**src/hw/rtl/base64_decoder_defines.svh**
```systemverilog
// ----------------------------------------------------------------------------
// base64 decoder assertion macros
// shared concurrent assertion forms for the decoder modules
// ----------------------------------------------------------------------------
`ifndef BASE64_DECODER_DEFINES_SVH
`define BASE64_DECODER_DEFINES_SVH

// checked only while out of reset
`define B64D_ASSERT(lbl, prop, msg) \
  lbl: assert property (@(posedge clk) disable iff (!rst_n) (prop)) else $error(msg);

// checked on every edge, reset included
`define B64D_ASSERT_ALWAYS(lbl, prop, msg) \
  lbl: assert property (@(posedge clk) (prop)) else $error(msg);

`endif

```
**src/hw/rtl/b64d_pkg.sv**
```systemverilog
// ----------------------------------------------------------------------------
// b64d_pkg
// types, character codes and the sextet lookup of the base64 decoder
// ----------------------------------------------------------------------------
package b64d_pkg;

  localparam logic [7:0] CHAR_UPPER_A = 8'h41;
  localparam logic [7:0] CHAR_UPPER_Z = 8'h5A;
  localparam logic [7:0] CHAR_LOWER_A = 8'h61;
  localparam logic [7:0] CHAR_LOWER_Z = 8'h7A;
  localparam logic [7:0] CHAR_DIGIT_0 = 8'h30;
  localparam logic [7:0] CHAR_DIGIT_9 = 8'h39;
  localparam logic [7:0] CHAR_PLUS    = 8'h2B;
  localparam logic [7:0] CHAR_SLASH   = 8'h2F;
  localparam logic [7:0] CHAR_PAD     = 8'h3D;

  localparam logic [5:0] SEXTET_LOWER_BASE = 6'd26;
  localparam logic [5:0] SEXTET_DIGIT_BASE = 6'd52;
  localparam logic [5:0] SEXTET_PLUS       = 6'd62;
  localparam logic [5:0] SEXTET_SLASH      = 6'd63;

  typedef struct packed {
    logic       bad;
    logic [5:0] value;
  } b64d_sextet_t;

  // one queue entry: the bytes of a finished quad or a failure report
  typedef struct packed {
    logic [23:0] triple;
    logic [1:0]  nbytes;
    logic        last;
    logic        fail;
  } b64d_entry_t;

  function automatic b64d_sextet_t sextet_of(input logic [7:0] c);
    b64d_sextet_t s;
    logic [7:0]   d;
    s.bad   = 1'b0;
    s.value = '0;
    d       = '0;
    if (c >= CHAR_UPPER_A && c <= CHAR_UPPER_Z) begin
      d       = c - CHAR_UPPER_A;
      s.value = d[5:0];
    end else if (c >= CHAR_LOWER_A && c <= CHAR_LOWER_Z) begin
      d       = c - CHAR_LOWER_A;
      s.value = d[5:0] + SEXTET_LOWER_BASE;
    end else if (c >= CHAR_DIGIT_0 && c <= CHAR_DIGIT_9) begin
      d       = c - CHAR_DIGIT_0;
      s.value = d[5:0] + SEXTET_DIGIT_BASE;
    end else if (c == CHAR_PLUS) begin
      s.value = SEXTET_PLUS;
    end else if (c == CHAR_SLASH) begin
      s.value = SEXTET_SLASH;
    end else begin
      s.bad = 1'b1;
    end
    return s;
  endfunction

endpackage

```
**src/hw/rtl/b64d_front.sv**
```systemverilog
// ----------------------------------------------------------------------------
// b64d_front
// takes characters, gathers sextets into quads, checks padding and errors
// ----------------------------------------------------------------------------
`include "base64_decoder_defines.svh"

module b64d_front (
  input  logic                 clk,
  input  logic                 rst_n,
  input  logic                 push_i,
  input  logic [7:0]           char_i,
  input  logic                 last_i,
  input  logic                 full_i,
  output logic                 wr_en_o,
  output b64d_pkg::b64d_entry_t wr_data_o
);
  import b64d_pkg::*;

  logic [1:0]   pos_r,  pos_nxt;
  logic [17:0]  acc_r,  acc_nxt;
  logic         pad3_r, pad3_nxt;
  logic         err_r,  err_nxt;
  logic         accept;
  logic         is_pad;
  b64d_sextet_t sx;
  logic [5:0]   v;
  logic [1:0]   nb;

  assign accept = push_i && !full_i;
  assign is_pad = (char_i == CHAR_PAD);
  assign sx     = sextet_of(char_i);
  assign v      = is_pad ? 6'd0 : sx.value;

  always_comb begin
    pos_nxt  = pos_r;
    acc_nxt  = acc_r;
    pad3_nxt = pad3_r;
    err_nxt  = err_r;
    nb       = 2'd0;
    if (!err_r) begin
      if (!is_pad && sx.bad) begin
        err_nxt = 1'b1;
      end else if (is_pad && pos_r < 2'd2) begin
        err_nxt = 1'b1;
      end else if (pos_r != 2'd3) begin
        if (pos_r == 2'd2 && is_pad) begin
          pad3_nxt = 1'b1;
        end
        acc_nxt = {acc_r[11:0], v};
        pos_nxt = pos_r + 2'd1;
      end else if (pad3_r && !is_pad) begin
        err_nxt = 1'b1;
      end else if ((pad3_r || is_pad) && !last_i) begin
        err_nxt = 1'b1;
      end else begin
        nb       = 2'd1 + {1'b0, !pad3_r} + {1'b0, !is_pad};
        pos_nxt  = 2'd0;
        acc_nxt  = '0;
        pad3_nxt = 1'b0;
      end
      if (!err_nxt && last_i && pos_nxt != 2'd0) begin
        err_nxt = 1'b1;
      end
    end
  end

  assign wr_data_o.triple = {acc_r, v};
  assign wr_data_o.fail   = last_i && err_nxt;
  assign wr_data_o.nbytes = wr_data_o.fail ? 2'd0 : nb;
  assign wr_data_o.last   = last_i;
  assign wr_en_o          = accept && (last_i || nb != 2'd0);

  always_ff @(posedge clk) begin
    if (!rst_n) begin
      pos_r  <= '0;
      acc_r  <= '0;
      pad3_r <= 1'b0;
      err_r  <= 1'b0;
    end else if (accept) begin
      if (last_i) begin
        pos_r  <= '0;
        acc_r  <= '0;
        pad3_r <= 1'b0;
        err_r  <= 1'b0;
      end else begin
        pos_r  <= pos_nxt;
        acc_r  <= acc_nxt;
        pad3_r <= pad3_nxt;
        err_r  <= err_nxt;
      end
    end
  end

  // a text end always leaves a clean quad state
  `B64D_ASSERT(a_clean_after_last, $past(accept && last_i) |-> (pos_r == 2'd0 && !err_r && !pad3_r), "state not cleared after last character")

endmodule

```
**src/hw/rtl/b64d_fifo.sv**
```systemverilog
// ----------------------------------------------------------------------------
// b64d_fifo
// short entry queue between the quad front and the byte back end
// ----------------------------------------------------------------------------
`include "base64_decoder_defines.svh"

module b64d_fifo #(
  parameter int DEPTH = 4
) (
  input  logic                  clk,
  input  logic                  rst_n,
  input  logic                  wr_en_i,
  input  b64d_pkg::b64d_entry_t wr_data_i,
  input  logic                  rd_en_i,
  output b64d_pkg::b64d_entry_t rd_data_o,
  output logic                  empty_o,
  output logic                  full_o
);
  import b64d_pkg::*;

  localparam int PTR_W = (DEPTH > 1) ? $clog2(DEPTH) : 1;
  localparam int CNT_W = $clog2(DEPTH + 1);

  b64d_entry_t      mem_r [DEPTH];
  logic [PTR_W-1:0] wr_ptr_r, wr_ptr_nxt;
  logic [PTR_W-1:0] rd_ptr_r, rd_ptr_nxt;
  logic [CNT_W-1:0] cnt_r,    cnt_nxt;
  logic             do_wr, do_rd;

  assign empty_o   = (cnt_r == '0);
  assign full_o    = (cnt_r == CNT_W'(DEPTH));
  assign do_wr     = wr_en_i && !full_o;
  assign do_rd     = rd_en_i && !empty_o;
  assign rd_data_o = mem_r[rd_ptr_r];

  always_comb begin
    wr_ptr_nxt = wr_ptr_r;
    rd_ptr_nxt = rd_ptr_r;
    cnt_nxt    = cnt_r;
    if (do_wr) begin
      wr_ptr_nxt = (wr_ptr_r == PTR_W'(DEPTH - 1)) ? '0 : wr_ptr_r + 1'b1;
    end
    if (do_rd) begin
      rd_ptr_nxt = (rd_ptr_r == PTR_W'(DEPTH - 1)) ? '0 : rd_ptr_r + 1'b1;
    end
    if (do_wr && !do_rd) begin
      cnt_nxt = cnt_r + 1'b1;
    end else if (do_rd && !do_wr) begin
      cnt_nxt = cnt_r - 1'b1;
    end
  end

  always_ff @(posedge clk) begin
    if (!rst_n) begin
      wr_ptr_r <= '0;
      rd_ptr_r <= '0;
      cnt_r    <= '0;
    end else begin
      wr_ptr_r <= wr_ptr_nxt;
      rd_ptr_r <= rd_ptr_nxt;
      cnt_r    <= cnt_nxt;
    end
  end

  always_ff @(posedge clk) begin
    if (do_wr) begin
      mem_r[wr_ptr_r] <= wr_data_i;
    end
  end

  `B64D_ASSERT_ALWAYS(a_fifo_reset, $past(!rst_n) |-> (cnt_r == '0 && rd_ptr_r == wr_ptr_r), "queue not empty after reset")
  `B64D_ASSERT(a_fifo_bound, cnt_r <= CNT_W'(DEPTH), "queue count above depth")

endmodule

```
**src/hw/rtl/b64d_back.sv**
```systemverilog
// ----------------------------------------------------------------------------
// b64d_back
// walks queue entries byte by byte into the registered result stage
// ----------------------------------------------------------------------------
`include "base64_decoder_defines.svh"

module b64d_back (
  input  logic                  clk,
  input  logic                  rst_n,
  input  b64d_pkg::b64d_entry_t head_i,
  input  logic                  q_empty_i,
  output logic                  q_pop_o,
  input  logic                  pop_i,
  output logic                  empty_o,
  output logic [7:0]            data_byte_o,
  output logic                  byte_valid_o,
  output logic                  run_last_o,
  output logic                  text_done_o,
  output logic                  failed_o
);
  import b64d_pkg::*;

  logic [1:0] sel_r;
  logic       out_vld_r;
  logic [7:0] byte_r;
  logic       bvalid_r, rlast_r, done_r, fail_r;
  logic       load;
  logic       final_beat;
  logic [7:0] cur_byte;

  assign load       = !q_empty_i && (!out_vld_r || pop_i);
  assign final_beat = head_i.fail || (sel_r == head_i.nbytes - 2'd1);
  assign q_pop_o    = load && final_beat;

  always_comb begin
    case (sel_r)
      2'd0:    cur_byte = head_i.triple[23:16];
      2'd1:    cur_byte = head_i.triple[15:8];
      default: cur_byte = head_i.triple[7:0];
    endcase
  end

  always_ff @(posedge clk) begin
    if (!rst_n) begin
      sel_r     <= '0;
      out_vld_r <= 1'b0;
    end else begin
      if (load) begin
        out_vld_r <= 1'b1;
        sel_r     <= final_beat ? 2'd0 : sel_r + 2'd1;
      end else if (pop_i) begin
        out_vld_r <= 1'b0;
      end
    end
  end

  always_ff @(posedge clk) begin
    if (load) begin
      byte_r   <= head_i.fail ? 8'd0 : cur_byte;
      bvalid_r <= !head_i.fail;
      rlast_r  <= final_beat;
      done_r   <= final_beat && head_i.last;
      fail_r   <= head_i.fail;
    end
  end

  assign empty_o      = !out_vld_r;
  assign data_byte_o  = byte_r;
  assign byte_valid_o = bvalid_r;
  assign run_last_o   = rlast_r;
  assign text_done_o  = done_r;
  assign failed_o     = fail_r;

  // partway through an entry the entry is still at the queue head
  `B64D_ASSERT(a_mid_entry_held, (sel_r != 2'd0) |-> (!q_empty_i && !head_i.fail && sel_r < head_i.nbytes), "byte index outside the head entry")

endmodule

```
**src/hw/rtl/base64_decoder.sv**
```systemverilog
// ----------------------------------------------------------------------------
// base64_decoder
// streaming base64 text decoder, one character in per beat
// ----------------------------------------------------------------------------
// Input: one character per beat on in_text_char, with in_text_last marking
// the final character of a text; a beat is taken when in_push is high and
// in_full is low.
// Output: result beats behave as a queue read side; the oldest result sits
// on the out_ ports while out_empty is low and leaves on out_pop.
// Each finished quad gives one to three byte beats; the last character
// gives the text_done beat (on the final byte, or a failure beat alone).
// The first result of a character passes through the entry queue and then
// the output register, which it enters when the output register is free.
// Throughput: one character per cycle in while in_full is low, and one result
// beat per cycle out while out_pop stays high; a three-byte quad gives three
// output beats, and the entry queue of QUEUE_DEPTH entries absorbs the burst.
// When the receiver stalls, results wait in the output register and queue;
// in_full rises once the queue holds QUEUE_DEPTH entries.
// Reset clears the quad state, the queue and the output register.
// ----------------------------------------------------------------------------
module base64_decoder #(
  parameter int QUEUE_DEPTH = 4
) (
  input  logic       clk,
  input  logic       rst_n,
  input  logic       in_push,
  output logic       in_full,
  input  logic [7:0] in_text_char,
  input  logic       in_text_last,
  output logic       out_empty,
  input  logic       out_pop,
  output logic [7:0] out_data_byte,
  output logic       out_byte_valid,
  output logic       out_run_last,
  output logic       out_text_done,
  output logic       out_failed
);
  import b64d_pkg::*;

  logic        q_wr, q_rd, q_empty, q_full;
  b64d_entry_t q_wdata, q_head;

  assign in_full = q_full;

  b64d_front u_front (
    .clk       (clk),
    .rst_n     (rst_n),
    .push_i    (in_push),
    .char_i    (in_text_char),
    .last_i    (in_text_last),
    .full_i    (q_full),
    .wr_en_o   (q_wr),
    .wr_data_o (q_wdata)
  );

  b64d_fifo #(
    .DEPTH (QUEUE_DEPTH)
  ) u_fifo (
    .clk       (clk),
    .rst_n     (rst_n),
    .wr_en_i   (q_wr),
    .wr_data_i (q_wdata),
    .rd_en_i   (q_rd),
    .rd_data_o (q_head),
    .empty_o   (q_empty),
    .full_o    (q_full)
  );

  b64d_back u_back (
    .clk          (clk),
    .rst_n        (rst_n),
    .head_i       (q_head),
    .q_empty_i    (q_empty),
    .q_pop_o      (q_rd),
    .pop_i        (out_pop),
    .empty_o      (out_empty),
    .data_byte_o  (out_data_byte),
    .byte_valid_o (out_byte_valid),
    .run_last_o   (out_run_last),
    .text_done_o  (out_text_done),
    .failed_o     (out_failed)
  );

endmodule

```
**config.mk**
```make
export PLATFORM = sky130hd
export DESIGN_NAME = base64_decoder
export DESIGN_NICKNAME = d
export VERILOG_FILES = /design/src/hw/rtl/b64d_pkg.sv /design/src/hw/rtl/b64d_front.sv /design/src/hw/rtl/b64d_fifo.sv /design/src/hw/rtl/b64d_back.sv /design/src/hw/rtl/base64_decoder.sv
export VERILOG_INCLUDE_DIRS = /design/src /design/src/hw/rtl
export SDC_FILE = /design/constraint.sdc
export NUM_CORES = 1
export LEC_CHECK = 0
export CORE_UTILIZATION = 68
export DETAILED_ROUTE_END_ITERATION = 10
export DONT_BUFFER_PORTS = 1
export GPL_TIMING_DRIVEN = 0
export PLACE_DENSITY = 0.84
export SETUP_SLACK_MARGIN = 0.1
export SYNTH_ARGS = -nofsm -noshare
export SYNTH_HDL_FRONTEND = slang
export SYNTH_SLANG_ARGS = --single-unit
```
**constraint.sdc**
```tcl
create_clock -name clk -period 9.3 [get_ports clk]
set_input_delay 1.86 -clock clk [delete_from_list [all_inputs] [get_ports clk]]
set_output_delay 1.86 -clock clk [all_outputs]
set_load 0.005 [all_outputs]
```
After elaboration in Yosys (flattened, before gate mapping)
Memory sizes are Yosys's and may differ from the RTL's. A register that Yosys moved wholly into a read port is not among the register bits.
Cells that the tools add are included.
{ "op_classes": {"n_addsub": 14, "n_lt_le_gt_ge": 7, "eq_ne": 16, "muxes": 62, "n_reduce_logical": 43} }
{ "ops": {"columns": ["cell", "count"], "rows": [
  ["18-bit two-way mux", 7],
  ["2-bit two-way mux", 20],
  ["6-bit two-way mux", 6],
  ["1-bit two-way mux", 26],
  ["8-bit by 6-bit == test with 1-bit output, second input constant", 3],
  ["1-bit logical AND", 20],
  ["8-bit by 7-bit >= comparator with 1-bit output, second input constant", 2],
  ["8-bit by 7-bit less-or-equal comparator with 1-bit output, second input constant", 2],
  ["8-bit one-hot mux with 2 select lines", 1],
  ["6-bit subtractor, second input constant", 2],
  ["1-bit logical NOT", 10],
  ["2-bit by 1-bit adder with 2-bit output, second input constant", 4],
  ["8-bit by 6-bit >= comparator with 1-bit output, second input constant", 1],
  ["8-bit by 6-bit less-or-equal comparator with 1-bit output, second input constant", 1],
  ["2-bit != test, second input constant", 4],
  ["2-bit nonzero test", 4],
  ["7-bit AND reduction", 1],
  ["6-bit by 5-bit adder with 6-bit output, second input constant", 1],
  ["6-bit adder, second input constant", 1],
  ["2-bit == test, second input constant", 3],
  ["3-bit two-way mux", 2],
  ["3-bit by 2-bit != test with 1-bit output, second input constant", 2],
  ["6-bit AND reduction", 1],
  ["6-bit by 1-bit subtractor with 6-bit output, second input constant", 1],
  ["other kinds (14)", 17]
]} }
{ "word_totals": {"ff_bits": 44, "mem_bits_rw": 112, "inputBits": 13, "output_inout_bits": 14, "wordCells": 157, "mem_count": 1} }
{ "mem_list": {"columns": ["memory", "depth", "word_bits", "rd", "rd_ports_with_merged_regs", "wr", "line", "source"], "rows": [
  ["u_fifo.mem_r", 4, 28, 1, 1, 1, "b64d_fifo.sv:24", "b64d_entry_t mem_r [DEPTH];"]
]} }

Depth between registers and ports, before layout
{ "depth": {"word_depth": 17, "mapped_depth": 16, "ltp_nobuf": 16} }

Modules after synthesis
From an unflattened synthesis, not the netlist that was laid out.
{ "unflattened": {"cells_unflattened": 489, "hier_area_um2": 7128.1} }
{ "modules_own_cells": {"columns": ["module", "instances", "cells_per_inst", "area_each_um2", "seq_area_each_um2"], "rows": [
  ["b64d_fifo", 1, 197, 4570.6, 3543.4],
  ["b64d_front", 1, 225, 1825.5, 440.4],
  ["b64d_back", 1, 67, 732.0, 420.4]
]} }

Least setup slack after synthesis
No wires, ideal clock.
{ "synth_timing": {"kind": "input to register", "start": "input port in_text_char[2]", "end": "register u_fifo.cnt_r[2]", "setup_ns": 0.071, "t_arrival_ns": 4.964, "required_ns": 9.229, "setup_slack_ns": 4.265, "cell_stages": 16, "n_path_buf": 1, "path_cell_list": "ha_1 buf_2 nand4bb_1 or2_2 ha_1 o21ba_2 nand3_1 a211o_1 o21a_2 inv_2 ha_1 inv_1 fa_1 xor2_1 or3_1 a21oi_1"} }
{ "synth_between": {"elab_chain_len": 16, "elab_cells_between_ends": 39, "cone_classes": "add/sub: 1; order compare: 6; eq/ne: 3; mux: 12; reduce/logical: 17"} }
{ "synth_lines": {"columns": ["item", "line", "source"], "rows": [
  ["from (decl)", "base64_decoder.sv:28", "input logic [7:0] in_text_char,"],
  ["8-bit by 6-bit == test with 1-bit output (on tied branches)", "b64d_front.sv:30, b64d_pkg.sv:52", null],
  ["1-bit logical NOT (tied with other cells)", "b64d_front.sv:41, b64d_front.sv:51, b64d_front.sv:56", null],
  ["2-bit by 1-bit adder with 2-bit output (tied with other cells)", "b64d_front.sv:56", "nb = 2'd1 + {1'b0, !pad3_r} + {1'b0, !is_pad};"],
  ["2-bit two-way mux / 1-bit two-way mux (equally long branches)", "b64d_front.sv:53, b64d_pkg.sv:47", null],
  ["2-bit two-way mux / 1-bit two-way mux (equally long branches)", "b64d_front.sv:51, b64d_pkg.sv:44", null],
  ["2-bit two-way mux / 1-bit two-way mux (equally long branches)", "b64d_front.sv:45, b64d_pkg.sv:41", null],
  ["2-bit two-way mux / 1-bit logical AND (equally long branches)", "b64d_front.sv:43, b64d_front.sv:41", null],
  ["2-bit two-way mux *", "b64d_front.sv:41", "if (!is_pad && sx.bad) begin"],
  ["2-bit two-way mux *", "b64d_front.sv:40", "if (!err_r) begin"],
  ["2-bit nonzero test *", "b64d_front.sv:71", "assign wr_en_o = accept && (last_i || nb != 2'd0);"],
  ["1-bit logical OR *", "b64d_front.sv:71", null],
  ["1-bit logical AND *", "b64d_front.sv:71", null],
  ["1-bit logical AND *", "b64d_fifo.sv:32", "assign do_wr = wr_en_i && !full_o;"],
  ["named net u_fifo.do_wr", "b64d_fifo.sv:28", "logic do_wr, do_rd;"],
  ["1-bit logical NOT", "b64d_fifo.sv:48", "end else if (do_rd && !do_wr) begin"],
  ["1-bit logical AND", "b64d_fifo.sv:48", null],
  ["2-bit nonzero test (no line)", null, null],
  ["to (signal assigned)", "b64d_fifo.sv:61", "cnt_r <= cnt_nxt;"],
  ["to (decl)", "b64d_fifo.sv:27", "logic [CNT_W-1:0] cnt_r, cnt_nxt;"]
]} }
Mark *: on every way through the listed nets, which the timed path passes. The rest lies on a longest branch.
A chain may end at the register's enable or synchronous reset.

Final worst setup path
{ "layout_timing": {"start": "input port in_text_char[1]", "end": "register u_fifo.cnt_r[2]"} }
Same word-level chain as after synthesis.

==> flow_summary_export.csv <==
group,metric,value,unit
clocking,cts_setup_buffers,0,
route,via_count,4378,
synth,synth_edf_count,124,
floorplan,die_w,103.0,um
placed_design,portBuffers,0,
synth,synth_cell_types,63,
placed_design,placed_area,7107,sq um
synth,ys.flop_type,"edfxtp_1",
timing,timing.final.crit_share,52.88,%
clocking,clk_latency,0.52,ns
synth,synth_top_area_share,53.70,%
timing,fin_crit,4.917,ns
timing,setup_viol,0,
power,leakagePower,2.646,nW
clocking,clk_pin_slew,0.06,ns
route,drc,0,
timing,fin_worst_skew,0.007223,ns
flow_run,maxCapViolCount,0,
synth,synth-seq-cells,158,
floorplan,die_area,10600,sq um
timing,tightest_slew,1.183,ns
synth,ys_seq_area_share,63.51,%
synth,syn_area_per_cell,14.39,sq um
global_route,overflow,0,
synth,syn_area,6934,sq um
final_layout,final_layout_size_suffix_gt1_share,17.51,%
synth,netlist_instances,482,
power,total_power,1.933,mW
global_route,grt_max_degree,29,
timing,fmax,203.4,MHz
timing,finalSetupTns,0,ns
power,p_per_area,250.6,nW/um^2
timing,final_hold_viol_count,0,
placed_design,hpwl,9700,um
global_route,grt_pass1_vias,4338,
worst_setup_path,cp_max_fo,7,
synth,ys_top_cells_by_area,"edfxtp_1 (54%), dfxtp_1 (9.8%), mux4_2 (7.8%), ha_1 (4.0%), nand2_1 (2.4%)",
global_route,grt_pass1_wl,23920,um
floorplan,start_util,70.62,%
timing,drv_slew,0,
power,ir_drop,141.9,uV
clocking,cts_buffers,17,
worst_hold_path,min_path_type,"reg2reg",
placed_design,place.gp.congestion,0.8739,
floorplan,ioPinCount,27,
worst_setup_path,cp_data_arrival_time,5.37,ns
floorplan,die_h,103.0,um
synth,syn-num-nets,518,
synth,async_flop_share,0,%
final_layout,fill_cells,537,
clocking,htree_levels,4,
final_layout,seq_area,4404,sq um
worst_setup_path,cp-start-kind,"input port",
clocking,cts_root_buf,"clkbuf_8",
clocking,cts_tree,"yes",
final_layout,antenna_cells,0,
clocking,clock_path_buffers,2,
route,drt_iter0_markers,380,
clocking,cts_sinks,158,
route,drt-total-wl,15750,um
final_layout,fin_area,7714,sq um
synth,yosysTopAreaCell,"edfxtp_1",
timing,rsz0062_at_grt,"no",
final_layout,area_growth,11.24,%
outcome,status,"completed",
final_layout,fin_cells,647,
timing,maxSlewHeadroom,20.09,%
floorplan,core.rowCount,36,
global_route,antenna_found_initial,0,
synth,yosysWarnings,0,
route,dr.pass1.iters,5,
worst_setup_path,worstSetupPathType,"in2reg",
worst_setup_path,critPathCaptureType,"flop",
final_layout,nNetsFinal,537,
route,wl_per_cell,24.34,um
route,routed_via_density,6.767,
clocking,cts_hold_buf,0,
route,ant_nets,0,
final_layout,multiInputGateArea,2323,sq um
floorplan,core_area,9819,sq um
clocking,post_cts_resized,0,
worst_setup_path,required,9.75,ns
placed_design,placedCellCount,615,
global_route,grt_util_all_layers,32.30,%
==> cells in the final DEF, fill, tap and decap left out, types with 4 or more instances in the layout <==
master	instances
edfxtp_1	124
nand2_1	44
dfxtp_1	34
a21oi_1	29
inv_1	26
mux4_2	24
ha_1	22
nor2_1	18
clkbuf_16	18
o22ai_1	12
clkbuf_1	11
nor3_1	9
nand3_1	9
or3_1	8
nor4_1	8
a22oi_1	8
o21ai_0	7
mux2i_1	5
o31ai_1	4
and2_2	4
mux4_1	4
o22ai_2	4
==> final cells by class <==
type	instances	area share (%)
clock buffers	23	6.472
inverters	29	1.411
multi-input cells	275	30.12
flip-flops and latches	158	57.10
clock inverters	9	1.363
plain buffers	20	1.379
well taps	133	2.157
==> sequential cells by signal, indices dropped and copies added, names as in the netlist, named ones only <==
name,count
u_back.data_byte_o,8
u_back.failed_o,1
u_fifo.wr_ptr_r,2
u_fifo.rd_ptr_r,2
u_back.byte_valid_o,1
u_front.err_r,1
u_back.text_done_o,1
u_front.pad3_r,1
u_front.acc_r,18
u_fifo.mem_r,112
u_back.sel_r,2
u_back.run_last_o,1
u_back.out_vld_r,1
u_fifo.cnt_r,3
u_front.pos_r,2
==> worst max-delay path, stage by stage <==
cell and delay, ns:
inv_1 0.10, ha_1 0.31, nand2_1 0.15, or2_2 0.36, ha_1 0.23, o21ba_2 0.28, nand3_1 0.13, a211o_1 0.26
o21a_2 0.25, inv_2 0.09, ha_1 0.19, inv_1 0.07, fa_1 0.44, xor2_1 0.18, or3_1 0.32, a21oi_1 0.15
==> per-layer routing <==
layer	vias to the layer above	wire length, um	track usage, %
li1	1907	-	-
met1	2135	5750	38.72
met2	287	8126	54.51
met3	49	1285	8.136
met4	0	586	16.47
met5	-	0	0
==> synthesized netlist by cell type (9+ instances only) <==
master,number
o22ai_1,12
ha_1,22
nand3_1,9
a21oi_1,30
nand2_1,44
dfxtp_1,34
nor2_1,18
mux4_2,24
nor3_1,9
inv_1,26
clkbuf_1,9
edfxtp_1,124
==> logic make-up after synthesis <==
logic type	after synthesis	share of synthesized area, %
simple gates	118	8.589
compound gates	95	9.744
fa+ha+maj	23	4.258
xor+xnor	6	0.7580
flops	158	63.51
buf+inv	49	3.103
mux	33	10.03
==> report_power, final <==
part / internal (mW) / switching, mW
clock network: 0.428 / 0.270
registers: 0.838 / 0.0348
logic: 0.138 / 0.224
==> final timing paths <==
kind	from	endpoint	slack, ns	cells past startpoint
worst max-delay path	in_text_char[1]	u_fifo.cnt_r[2]	4.38	16
worst min-delay path	u_fifo.cnt_r[2]	u_fifo.cnt_r[2]	0.51	2
worst max register to register	flop	u_fifo.cnt_r[2]	6.11	11
worst min register to register	u_fifo.cnt_r[2]	u_fifo.cnt_r[2]	0.51	2
==> per-stage QoR <==
stage | setup WS, ns | util [%] | hold WS (ns)
final | 4.383 | 78.55 | 0.5054
after detailed placement | 3.765 | 72.38 | 0.4719
after global routing | 4.181 | 78.55 | 0.5340
after global placement | 3.785 | 72.31 | 0.4532
after CTS | 4.247 | 78.53 | 0.5113
after floorplan | 4.265 | - | 0.4453
No activity file was read; power rests on OpenSTA's default activity.
